### src/sv/ifla_pkg.sv
// shared types and constants of the index free list allocator
`timescale 1ns / 1ps
`default_nettype none

package ifla_pkg;

	// slot table geometry
	localparam int SLOTS   = 256;
	localparam int IDX_W   = $clog2(SLOTS);
	localparam int LINK_W  = IDX_W + 1;
	localparam int COUNT_W = LINK_W;

	// null link: end of chain or empty list
	localparam logic [LINK_W-1:0] NIL_LINK = LINK_W'(SLOTS);

	// configuration register map
	localparam int CFG_ADDR_W = 3;
	localparam int CFG_DATA_W = 32;
	localparam logic REG_SLOT_COUNT = 1'b0;
	localparam logic [COUNT_W-1:0] SLOT_COUNT_RST = COUNT_W'(256);

	// request kinds
	typedef enum logic [1:0] {
		OP_ALLOC   = 2'd0,
		OP_FREE    = 2'd1,
		OP_REBUILD = 2'd2
	} op_t;

	// result status codes
	typedef enum logic [1:0] {
		ST_DONE  = 2'd0,
		ST_EMPTY = 2'd1,
		ST_RANGE = 2'd2
	} status_t;

	// controller to datapath commands
	typedef struct packed {
		logic emit_empty;
		logic emit_nop;
		logic start_alloc;
		logic finish_alloc;
		logic do_free;
		logic clear_head;
		logic start_build;
		logic build_step;
	} cmd_t;

	// datapath to controller status
	typedef struct packed {
		logic out_free;
		logic head_nil;
		logic count_zero;
		logic build_last;
	} stat_t;

endpackage

`default_nettype wire

### src/sv/ifla_dp.sv
// datapath: head register, link table, rebuild counter and result register
`timescale 1ns / 1ps
`default_nettype none

module ifla_dp
	import ifla_pkg::*;
(
	input  wire logic                 clk,
	input  wire logic                 arst_n,
	input  wire cmd_t                 cmd,
	input  wire logic [COUNT_W-1:0]   slot_count,
	input  wire logic [IDX_W-1:0]     in_index,
	output stat_t                     stat,
	output logic                      out_valid,
	input  wire logic                 out_ready,
	output logic [IDX_W-1:0]          out_index,
	output status_t                   out_status
);

	logic [LINK_W-1:0]  head_q;
	logic [IDX_W-1:0]   ctr_q;
	logic [LINK_W-1:0]  next_mem [SLOTS];
	logic [LINK_W-1:0]  rdata_q;
	logic               out_valid_q;
	logic [IDX_W-1:0]   out_index_q;
	status_t            out_status_q;

	logic [COUNT_W-1:0] eff_count;
	logic               range_err;
	logic               build_last;
	logic [LINK_W-1:0]  popped_link;
	logic               we;
	logic [IDX_W-1:0]   waddr;
	logic [LINK_W-1:0]  wdata;
	logic               out_load;
	logic [IDX_W-1:0]   load_index;
	status_t            load_status;

	// slot count saturates at the table size
	assign eff_count = (slot_count > COUNT_W'(SLOTS)) ? COUNT_W'(SLOTS) : slot_count;
	assign range_err = ({1'b0, in_index} >= eff_count);
	assign build_last = ((COUNT_W'(ctr_q) + COUNT_W'(1)) == eff_count);
	assign popped_link = (rdata_q >= NIL_LINK) ? NIL_LINK : rdata_q;

	// status toward the controller
	always_comb begin
		stat.out_free   = !out_valid_q || out_ready;
		stat.head_nil   = (head_q >= NIL_LINK);
		stat.count_zero = (eff_count == '0);
		stat.build_last = build_last;
	end

	// table write port select
	always_comb begin
		we    = 1'b0;
		waddr = ctr_q;
		wdata = NIL_LINK;
		priority if (cmd.do_free) begin
			we    = !range_err;
			waddr = in_index;
			wdata = head_q;
		end else if (cmd.finish_alloc) begin
			we    = 1'b1;
			waddr = head_q[IDX_W-1:0];
			wdata = NIL_LINK;
		end else if (cmd.build_step) begin
			we    = 1'b1;
			waddr = ctr_q;
			wdata = build_last ? NIL_LINK : (LINK_W'(ctr_q) + LINK_W'(1));
		end
	end

	// link table, registered read of the head entry
	always_ff @(posedge clk) begin
		if (we) begin
			next_mem[waddr] <= wdata;
		end
		if (cmd.start_alloc) begin
			rdata_q <= next_mem[head_q[IDX_W-1:0]];
		end
	end

	// head register and rebuild counter
	always_ff @(posedge clk or negedge arst_n) begin
		if (!arst_n) begin
			head_q <= NIL_LINK;
			ctr_q  <= '0;
		end else begin
			if (cmd.do_free && !range_err) begin
				head_q <= {1'b0, in_index};
			end else if (cmd.finish_alloc) begin
				head_q <= popped_link;
			end else if (cmd.clear_head) begin
				head_q <= NIL_LINK;
			end else if (cmd.build_step && build_last) begin
				head_q <= '0;
			end
			if (cmd.start_build) begin
				ctr_q <= '0;
			end else if (cmd.build_step) begin
				ctr_q <= ctr_q + IDX_W'(1);
			end
		end
	end

	// result beat contents
	assign out_load = cmd.emit_empty || cmd.emit_nop || cmd.finish_alloc || cmd.do_free
		|| cmd.clear_head || (cmd.build_step && build_last);

	always_comb begin
		load_index  = '0;
		load_status = ST_DONE;
		if (cmd.finish_alloc) begin
			load_index = head_q[IDX_W-1:0];
		end
		if (cmd.emit_empty) begin
			load_status = ST_EMPTY;
		end else if (cmd.do_free && range_err) begin
			load_status = ST_RANGE;
		end
	end

	// output register
	always_ff @(posedge clk or negedge arst_n) begin
		if (!arst_n) begin
			out_valid_q <= 1'b0;
		end else if (out_load) begin
			out_valid_q <= 1'b1;
		end else if (out_ready) begin
			out_valid_q <= 1'b0;
		end
	end

	always_ff @(posedge clk) begin
		if (out_load) begin
			out_index_q  <= load_index;
			out_status_q <= load_status;
		end
	end

	assign out_valid  = out_valid_q;
	assign out_index  = out_index_q;
	assign out_status = out_status_q;

	// a result never overwrites a beat that is still waiting
	a_no_overwrite: assert property (@(posedge clk) disable iff (!arst_n)
		out_load |-> (!out_valid_q || out_ready))
		else $error("result loaded over a pending beat");

	// a finished allocate always shows a successful beat
	a_alloc_done: assert property (@(posedge clk) disable iff (!arst_n)
		cmd.finish_alloc |=> (out_valid_q && out_status_q == ST_DONE))
		else $error("allocate finished without a done beat");

	// an accepted free makes the freed slot the new head
	a_free_head: assert property (@(posedge clk) disable iff (!arst_n)
		(cmd.do_free && !range_err) |=> (head_q == {1'b0, $past(in_index)}))
		else $error("freed slot did not become the head");

endmodule

`default_nettype wire

### src/sv/ifla_ctrl.sv
// controller state machine that sequences allocate, free and rebuild requests
`timescale 1ns / 1ps
`default_nettype none

module ifla_ctrl
	import ifla_pkg::*;
(
	input  wire logic        clk,
	input  wire logic        arst_n,
	input  wire logic        in_valid,
	input  wire logic [1:0]  in_opcode,
	output logic             in_ready,
	output cmd_t             cmd,
	input  wire stat_t       stat
);

	typedef enum logic [2:0] {
		S_IDLE  = 3'b001,
		S_ALLOC = 3'b010,
		S_BUILD = 3'b100
	} state_t;

	state_t state_q;
	state_t state_d;
	logic   accept;
	op_t    op;

	assign in_ready = (state_q == S_IDLE) && stat.out_free;
	assign accept   = in_valid && in_ready;
	assign op       = op_t'(in_opcode);

	// next state and command decode
	always_comb begin
		state_d = state_q;
		cmd     = '0;
		unique case (state_q)
			S_IDLE: begin
				if (accept) begin
					unique case (op)
						OP_ALLOC: begin
							if (stat.head_nil) begin
								cmd.emit_empty = 1'b1;
							end else begin
								cmd.start_alloc = 1'b1;
								state_d = S_ALLOC;
							end
						end
						OP_FREE: begin
							cmd.do_free = 1'b1;
						end
						OP_REBUILD: begin
							if (stat.count_zero) begin
								cmd.clear_head = 1'b1;
							end else begin
								cmd.start_build = 1'b1;
								state_d = S_BUILD;
							end
						end
						default: begin
							cmd.emit_nop = 1'b1;
						end
					endcase
				end
			end
			S_ALLOC: begin
				cmd.finish_alloc = 1'b1;
				state_d = S_IDLE;
			end
			S_BUILD: begin
				cmd.build_step = 1'b1;
				if (stat.build_last) begin
					state_d = S_IDLE;
				end
			end
			default: begin
				state_d = S_IDLE;
			end
		endcase
	end

	// state register
	always_ff @(posedge clk or negedge arst_n) begin
		if (!arst_n) begin
			state_q <= S_IDLE;
		end else begin
			state_q <= state_d;
		end
	end

	// an allocate leaves the table read state for idle in the following cycle
	a_alloc_one_cycle: assert property (@(posedge clk) disable iff (!arst_n)
		(state_q == S_ALLOC) |=> (state_q == S_IDLE))
		else $error("allocate did not finish after the table read");

	// an allocate on a non-empty list goes through the read state
	a_alloc_enter: assert property (@(posedge clk) disable iff (!arst_n)
		(accept && op == OP_ALLOC && !stat.head_nil) |=> (state_q == S_ALLOC))
		else $error("allocate on a non-empty list skipped the table read");

endmodule

`default_nettype wire

### src/sv/index_free_list_allocator_top.sv
// Index free list allocator: hands out and takes back slot indices 0..255.
// Request stream (s_axis): tuser carries the opcode (0 allocate, 1 free,
// 2 rebuild), tdata the slot index of a free. Result stream (m_axis): tdata
// is the granted index (zero unless an allocate succeeds), tuser the status
// (0 done, 1 list empty, 2 freed index out of range). Every request yields
// exactly one result beat.
// Register slot_count (APB, byte address 0) sets how many slots a rebuild
// chains; values above 256 act as 256. Write it only while the block is idle.
// Sequencing: free, an allocate on an empty list and unknown opcodes finish
// at acceptance; an allocate passes through a read state, set by the
// registered read of the link table; a rebuild steps through the slots,
// one table write per slot. The result is registered, in the cycle
// after the last work cycle, and the next request is taken in the same cycle
// the pending beat is taken. One request is in work at a time.
// After reset the list is empty (allocate reports empty) until the first
// rebuild or accepted free; the link table holds no reset value and needs no clearing pass.
// While the receiver stalls, the result beat holds and no new request is taken.
`timescale 1ns / 1ps
`default_nettype none

module index_free_list_allocator_top
	import ifla_pkg::*;
(
	input  wire logic                  clk,
	input  wire logic                  arst_n,
	// request channel
	input  wire logic                  s_axis_tvalid,
	output logic                       s_axis_tready,
	input  wire logic [7:0]            s_axis_tdata,  // [7:0] slot_index
	input  wire logic [1:0]            s_axis_tuser,  // [1:0] opcode
	// result channel
	output logic                       m_axis_tvalid,
	input  wire logic                  m_axis_tready,
	output logic [7:0]                 m_axis_tdata,  // [7:0] granted_index
	output logic [1:0]                 m_axis_tuser,  // [1:0] status
	// configuration port
	input  wire logic                  psel,
	input  wire logic                  penable,
	input  wire logic                  pwrite,
	input  wire logic [CFG_ADDR_W-1:0] paddr,
	input  wire logic [CFG_DATA_W-1:0] pwdata,
	output logic [CFG_DATA_W-1:0]      prdata,
	output logic                       pready
);

	cmd_t               cmd;
	stat_t              stat;
	logic [COUNT_W-1:0] slot_count_q;
	logic               cfg_write;
	logic               reg_sel;
	status_t            out_status;

	// register access
	assign pready    = 1'b1;
	assign reg_sel   = paddr[2];
	assign cfg_write = psel && penable && pwrite && pready;

	always_ff @(posedge clk or negedge arst_n) begin
		if (!arst_n) begin
			slot_count_q <= SLOT_COUNT_RST;
		end else if (cfg_write && reg_sel == REG_SLOT_COUNT) begin
			slot_count_q <= pwdata[COUNT_W-1:0];
		end
	end

	assign prdata = (reg_sel == REG_SLOT_COUNT) ? CFG_DATA_W'(slot_count_q) : '0;

	// sequencer
	ifla_ctrl u_ctrl (
		.clk       (clk),
		.arst_n    (arst_n),
		.in_valid  (s_axis_tvalid),
		.in_opcode (s_axis_tuser),
		.in_ready  (s_axis_tready),
		.cmd       (cmd),
		.stat      (stat)
	);

	// table, head and result register
	ifla_dp u_dp (
		.clk        (clk),
		.arst_n     (arst_n),
		.cmd        (cmd),
		.slot_count (slot_count_q),
		.in_index   (s_axis_tdata[IDX_W-1:0]),
		.stat       (stat),
		.out_valid  (m_axis_tvalid),
		.out_ready  (m_axis_tready),
		.out_index  (m_axis_tdata[IDX_W-1:0]),
		.out_status (out_status)
	);

	assign m_axis_tuser = out_status;

endmodule

`default_nettype wire

### config.mk
export PLATFORM = sky130hd
export DESIGN_NAME = index_free_list_allocator_top
export DESIGN_NICKNAME = d
export VERILOG_FILES = /design/src/sv/ifla_pkg.sv /design/src/sv/ifla_dp.sv /design/src/sv/ifla_ctrl.sv /design/src/sv/index_free_list_allocator_top.sv
export SDC_FILE = /design/constraint.sdc
export NUM_CORES = 2
export LEC_CHECK = 0
export ABC_AREA = 1
export BUFFER_PORTS_ARGS = -buffer_cell sky130_fd_sc_hd__buf_2
export CAP_MARGIN = 20
export CELL_PAD_IN_SITES_DETAIL_PLACEMENT = 1
export CELL_PAD_IN_SITES_GLOBAL_PLACEMENT = 1
export CORE_ASPECT_RATIO = 0.8
export CORE_MARGIN = 2
export CORE_UTILIZATION = 40
export CTS_BUF_LIST = sky130_fd_sc_hd__clkbuf_8
export CTS_CLUSTER_DIAMETER = 80
export DETAILED_ROUTE_END_ITERATION = 12
export PLACE_DENSITY_LB_ADDON = 0.1
export SKIP_CTS_REPAIR_TIMING = 1
export SYNTH_ARGS = -nofsm -noshare
export SYNTH_HDL_FRONTEND = slang
export SYNTH_HIERARCHICAL = 1
export SYNTH_SLANG_ARGS = --single-unit
export TNS_END_PERCENT = 100
### constraint.sdc
create_clock -name clk -period 15.7 [get_ports clk]
set_clock_uncertainty 0.2 [all_clocks]
set_input_delay 0.785 -clock clk [delete_from_list [all_inputs] [get_ports clk]]
set_output_delay 0.785 -clock clk [all_outputs]
set_load 0.05 [all_outputs]
# Yosys cells after proc, flatten, opt, wreduce, memory -nomap -nowiden
# Memories as Yosys holds them, arrays and structs flattened. A register that Yosys moved wholly into a read port is not among the register bits.
# Cells that the tools add are included.
[totals]
register_bits = 40
mem_bits_rw = 2304
in_bits = 52
mem_count = 1
[op_classes]
add_sub_neg = 2
n_lt_le_gt_ge = 4
n_eq_ne = 11
mux = 44
bitwise = 1
n_reduce_logical = 23
[memory_table]
columns = ["name", "words", "word_bits", "read_ports", "rd_clocked_by_memory_dff", "write_ports", "line", "text"]
rows = [
  ["u_dp.next_mem", 256, 9, 1, 1, 1, "ifla_dp.sv:22", "logic [LINK_W-1:0] next_mem [SLOTS];"],
]
[ops]
columns = ["op", "count"]
rows = [
  ["9-bit two-way mux", 11],
  ["8-bit two-way mux", 4],
  ["3-bit two-way mux", 8],
  ["9-bit >= comparator, second input constant", 2],
  ["1-bit two-way mux", 17],
  ["3-bit one-hot mux with 2 select lines", 2],
  ["8-bit by 1-bit adder with 9-bit output, second input constant", 1],
  ["9-bit equality test", 1],
  ["8-bit by 9-bit >= comparator with 1-bit output", 1],
  ["9-bit greater-than comparator, second input constant", 1],
  ["9-bit zero test", 1],
  ["3-bit != test, second input constant", 3],
  ["8-bit by 1-bit adder with 8-bit output, second input constant", 1],
  ["1-bit logical AND", 8],
  ["1-bit logical OR", 6],
  ["5-bit AND reduction", 1],
  ["2-bit two-way mux", 2],
  ["2-bit nonzero test", 2],
  ["4-bit nonzero test", 1],
  ["3-bit by 1-bit equality test with 1-bit output, second input constant", 1],
  ["3-bit by 2-bit equality test with 1-bit output, second input constant", 1],
  ["3-bit equality test, second input constant", 1],
  ["3-bit OR reduction", 1],
  ["2-bit by 1-bit equality test with 1-bit output, second input constant", 1],
  ["other kinds (6)", 7],
]

# Depth between registers and ports, before layout
[depth]
depth_word = 12
depth_mapped = 17
depth_no_buf = 15

# Cells and area by module
# Netlist, hierarchy kept.
[by_module_without_submodules]
columns = ["module", "n_inst", "cells_per_inst", "area_each_um2", "seq_area_each_um2"]
rows = [
  ["ifla_dp", 1, 8140, 95828.2, 70208.6],
  ["index_free_list_allocator_top", 1, 86, 648.1, 226.5],
  ["ifla_ctrl", 1, 41, 289.0, 76.3],
]

# Worst setup path after synthesis
# OpenSTA, ideal clock, no wires.
[synth_path]
path_type = "input -> register"
start = "input m_axis_tready"
end = "memory u_dp/next_mem[0][0] (netlist name), data pin"
setup_ps = 2188
arrival_ps = 11821
required_ps = 13312
path_slack_ps = 1491
path_stages = 9
path_buffers = 1
path_cell_list = "inv_1 nand2_1 inv_1 nor2_4 nand2_4 nor3_2 inv_2 clkbuf_1 o21ai_0"
[synth_rtl]
columns = ["item", "line", "text"]
rows = [
  ["from (decl)", "index_free_list_allocator_top.sv:33", "input wire logic m_axis_tready,"],
  ["to (decl)", "ifla_dp.sv:22", ""],
]

# Worst setup path in the final report
[layout_path]
start = "register u_dp.head_q[0]"
end = "register u_dp.rdata_q[1] (read register of u_dp.next_mem), data pin"
[layout_between]
elab_chain_cells = 5
[layout_rtl]
columns = ["item", "line", "text"]
rows = [
  ["from (decl)", "ifla_dp.sv:20", "logic [LINK_W-1:0] head_q;"],
  ["from (signal assigned)", "ifla_dp.sv:90", "head_q <= {1'b0, in_index};"],
  ["from (signal assigned)", "ifla_dp.sv:92", "head_q <= popped_link;"],
  ["9-bit >= comparator", "ifla_dp.sv:48", "stat.head_nil = (head_q >= NIL_LINK);"],
  ["1-bit two-way mux", "ifla_ctrl.sv:41", "if (stat.head_nil) begin"],
  ["1-bit two-way mux", "ifla_ctrl.sv:39", "unique case (op)"],
  ["3-bit two-way mux", "ifla_ctrl.sv:38", "if (accept) begin"],
  ["3-bit two-way mux", "ifla_ctrl.sv:36", "unique case (state_q)"],
  ["to (decl)", "ifla_dp.sv:23", "logic [LINK_W-1:0] rdata_q;"],
]
# Parallel ways exist; a longest one is shown, timed or not.
# A chain may end at the register's enable or synchronous reset.

==> qor.yml <==
min_path:
  holdCritStartpoint: "s_axis_tdata[1]"
  hold_path_class: "input pin to flop"
worst_setup_path:
  r2r_setup_slack_ns: 9.66
  cp-end-kind: "flop"
  start_kind: "flop"
  reg2reg_depth: 14
  crit_chain: "buf_4, buf_4, buf_4, buf_4, nand2_1, nand3_1, nand3_1, nand3_1, nand3_1, nand3_1, nand3_1, nand2_1, nand2_1, nand2_1"
  r2r-start: "u_dp/head_q[0]"
  critical_path_class: "flop to flop"
  endpoint: "u_dp/rdata_q[1]"
  cp_common_cell: "nand3_1"
  critPathMaxStageDelay_ns: 0.81
  arrival_ns: 6.71
  crit_required_ns: 16.37
  cp_slowest_cell: "dfrtp_4"
  crit_path_max_fanout: 76
  r2r-end: "u_dp/rdata_q[1]"
  startpoint: "u_dp/head_q[0]"
sta:
  max_slew_margin_pct: 20.50
  setup_viol: 0
  worstMarginPinSlew_ns: 1.193
  timing.fmax_mhz: 165.6
  rsz0062_at_grt: "false"
  finalCritPeriodShare_pct: 38.47
  period_minus_slack_ns: 6.040
  hold_violations: 0
  finalSetupTns_ns: 0
  final_max_slew_viol_count: 0
global_route:
  gr-usage-met3_pct: 3.518
  busiest_layer: "met2"
  grt_pass1_vias: 64880
  grtUsageMet1_pct: 35.84
  grt_pass1_wl_um: 442500
  grt_max_degree: 209
  overflow: 0
  grt_usage_pct: 24.23
  gr-usage-met2_pct: 37.29
  antenna_found_initial: 11
clock_tree:
  numCtsBuffers: 388
  path_clk_slew_ns: 0.07
  clk_path_buf_depth: 4
  cts_max_level: 5
  tritoncts: "yes"
  clock_latency_ns: 1.01
  root_buffer: "clkbuf_8"
  cts_sinks: 2353
finish:
  nNetsFinal: 8346
  drive_gt1_share_pct: 8.111
  final_cell_mix: "nand2_1, edfxtp_1, nand3_1"
  fin_area_um2: 106500
  final_core_utilization_pct: 44.27
  final_common_cell: "nand2_1"
  area_growth_pct: 10.03
power_and_ir_drop:
  p_leak_uw: 0.03801
  cellPowerDensity_nw_per_um2: 176.3
  ir_drop_v: 0.0001751
synthesis:
  ys_seq_area_share_pct: 72.87
  syn_area_per_cell_um2: 11.71
  yosysUniqueCellTypes: 43
  ys.warnings.count: 6
  synth_seq_cells: 2353
  synth_cells: 8267
  synth.cell_area_um2: 96770
placed_design:
  gp_congestion: 0.8254
  numPortBuffers: 47
  dp_hpwl_um: 165900
  dpl-instance-area_um2: 99410
detailed_routing:
  vias: 64860
  routed_wl_um: 303100
  route.detailed.drc: 0
  first_pass_iters: 6
  drt_iter0_markers: 5805
  viasPerCell: 5.520
  ant_nets: 0
  wire_per_inst_um: 25.80
die:
  boundaryPins: 97
  rows: 161
  die-area_um2: 245900
  die_w_um: 553.9
  dieHeight_um: 443.9
  core_um2: 240500
  start_util_pct: 40.23
status:
  status: "completed"
run:
  drv_cap: 0
where the power goes:
group          switching (µW)  total, µW  leakage, µW  internal (µW)
logic                    5110       6660       0.0123           1550
registers                 111       7250       0.0217           7140
clock network            2460       4860      0.00393           2400
metal layers:
| layer | vias to the layer above | part of all wire [%] |
|---|---|---|
| li1 | 29270 | - |
| met1 | 33420 | 47 |
| met2 | 1719 | 45 |
| met3 | 448 | 5.8 |
| met4 | 2 | 2.5 |
| met5 | - | 0.0040 |
critical path, delay by kind of cell (launching register included):
family                 cells  cell delay (ns)
buffers and inverters      4             2.98
AND/OR/NAND/NOR           10             1.70
flip-flops                 1             0.81
layout make-up:
class,count,area [µm²]
Antenna cell,3,7.507
Clock buffer,401,5519
Clock inverter,273,1192
Fill cell,25450,134100
Inverter,135,543.0
Multi-Input combinational cell,5228,23180
Sequential cell,2353,70530
Tap cell,3178,3976
Timing Repair Buffer,179,1524
registers in the layout, indices dropped and copies added, names as in the netlist:
signal           cells
u_dp/out_status      2
u_dp/out_valid       1
u_dp/next_mem     2304
u_dp/head_q          9
u_dp/ctr_q           8
u_dp/rdata_q         9
u_ctrl/state_q       3
slot_count_q         9
u_dp/out_index       8
how the worst min path moves through the flow:
| stage | endpoint | slack, ns | cells past startpoint |
|---|---|---|---|
| 2_1_floorplan | u_dp/head_q[8] | 0.27 | 2 |
| 3_3_place_gp | u_dp/head_q[8] | 0.30 | 2 |
| 3_5_place_dp | slot_count_q[8] | 0.30 | 2 |
| 4_1_cts | u_dp/head_q[6] | -0.39 | 1 |
| 5_1_grt | u_dp/head_q[1] | 0.02 | 5 |
| 6_report | u_dp/head_q[1] | 0.02 | 5 |
through the flow:
step	hold WS [ns]	worst slack (ns)	total power (µW)	cells
after floorplan	0.2679	1.491	11590	8289
after detailed placement	0.3047	9.703	14020	11040
after CTS	-0.3895	9.646	18900	11720
after global placement	0.3026	9.725	13930	11040
final	0.01955	9.660	18770	11750
after global routing	0.02183	9.344	19730	11750
synthesized netlist by cell type:
cell type	count	area (µm²)
nand2_1	2418	9076
edfxtp_1	2323	69760
nand3_1	2256	11290
nor2_1	318	1194
buf_2	305	1526
clkbuf_1	138	518.0
inv_1	118	442.9
buf_1	84	315.3
o21ai_0	65	325.3
buf_4	33	247.7
dfrtp_1	27	675.7
nor2_2	23	143.9
a21oi_1	21	105.1
nand4_1	17	106.4
inv_2	15	56.30
o22ai_1	15	93.84
buf_6	12	135.1
nand2_4	12	135.1
ha_1	9	112.6
nor3_1	9	45.04
o21ai_1	7	35.03
nand2_2	4	25.02
nor2_4	4	45.04
dfstp_2	3	78.83
nand3_2	3	30.03
or2_2	3	18.77
xor2_1	3	26.28
clkinv_1	2	7.510
conb_1	2	7.510
nand3b_1	2	15.01
nor3_2	2	20.02
nor4_1	2	12.51
o21ai_2	2	17.52
a21oi_2	1	8.760
and3_1	1	6.260
buf_12	1	20.02
nand3_4	1	17.52
nor2_8	1	20.02
nor4_2	1	12.51
o2111ai_2	1	15.01
o211ai_1	1	7.510
o31ai_1	1	7.510
xnor2_1	1	8.760
logic make-up after synthesis:
kind of cell	synth area share [%]
AND/OR/NAND/NOR	22.96
flip-flops	72.87
buffers and inverters	3.379
AO/OA/AOI/OAI	0.6362
adder cells (fa/ha/maj)	0.1164
XOR/XNOR	0.03621
other	0.007761
No activity file was read; power rests on OpenSTA's default activity.
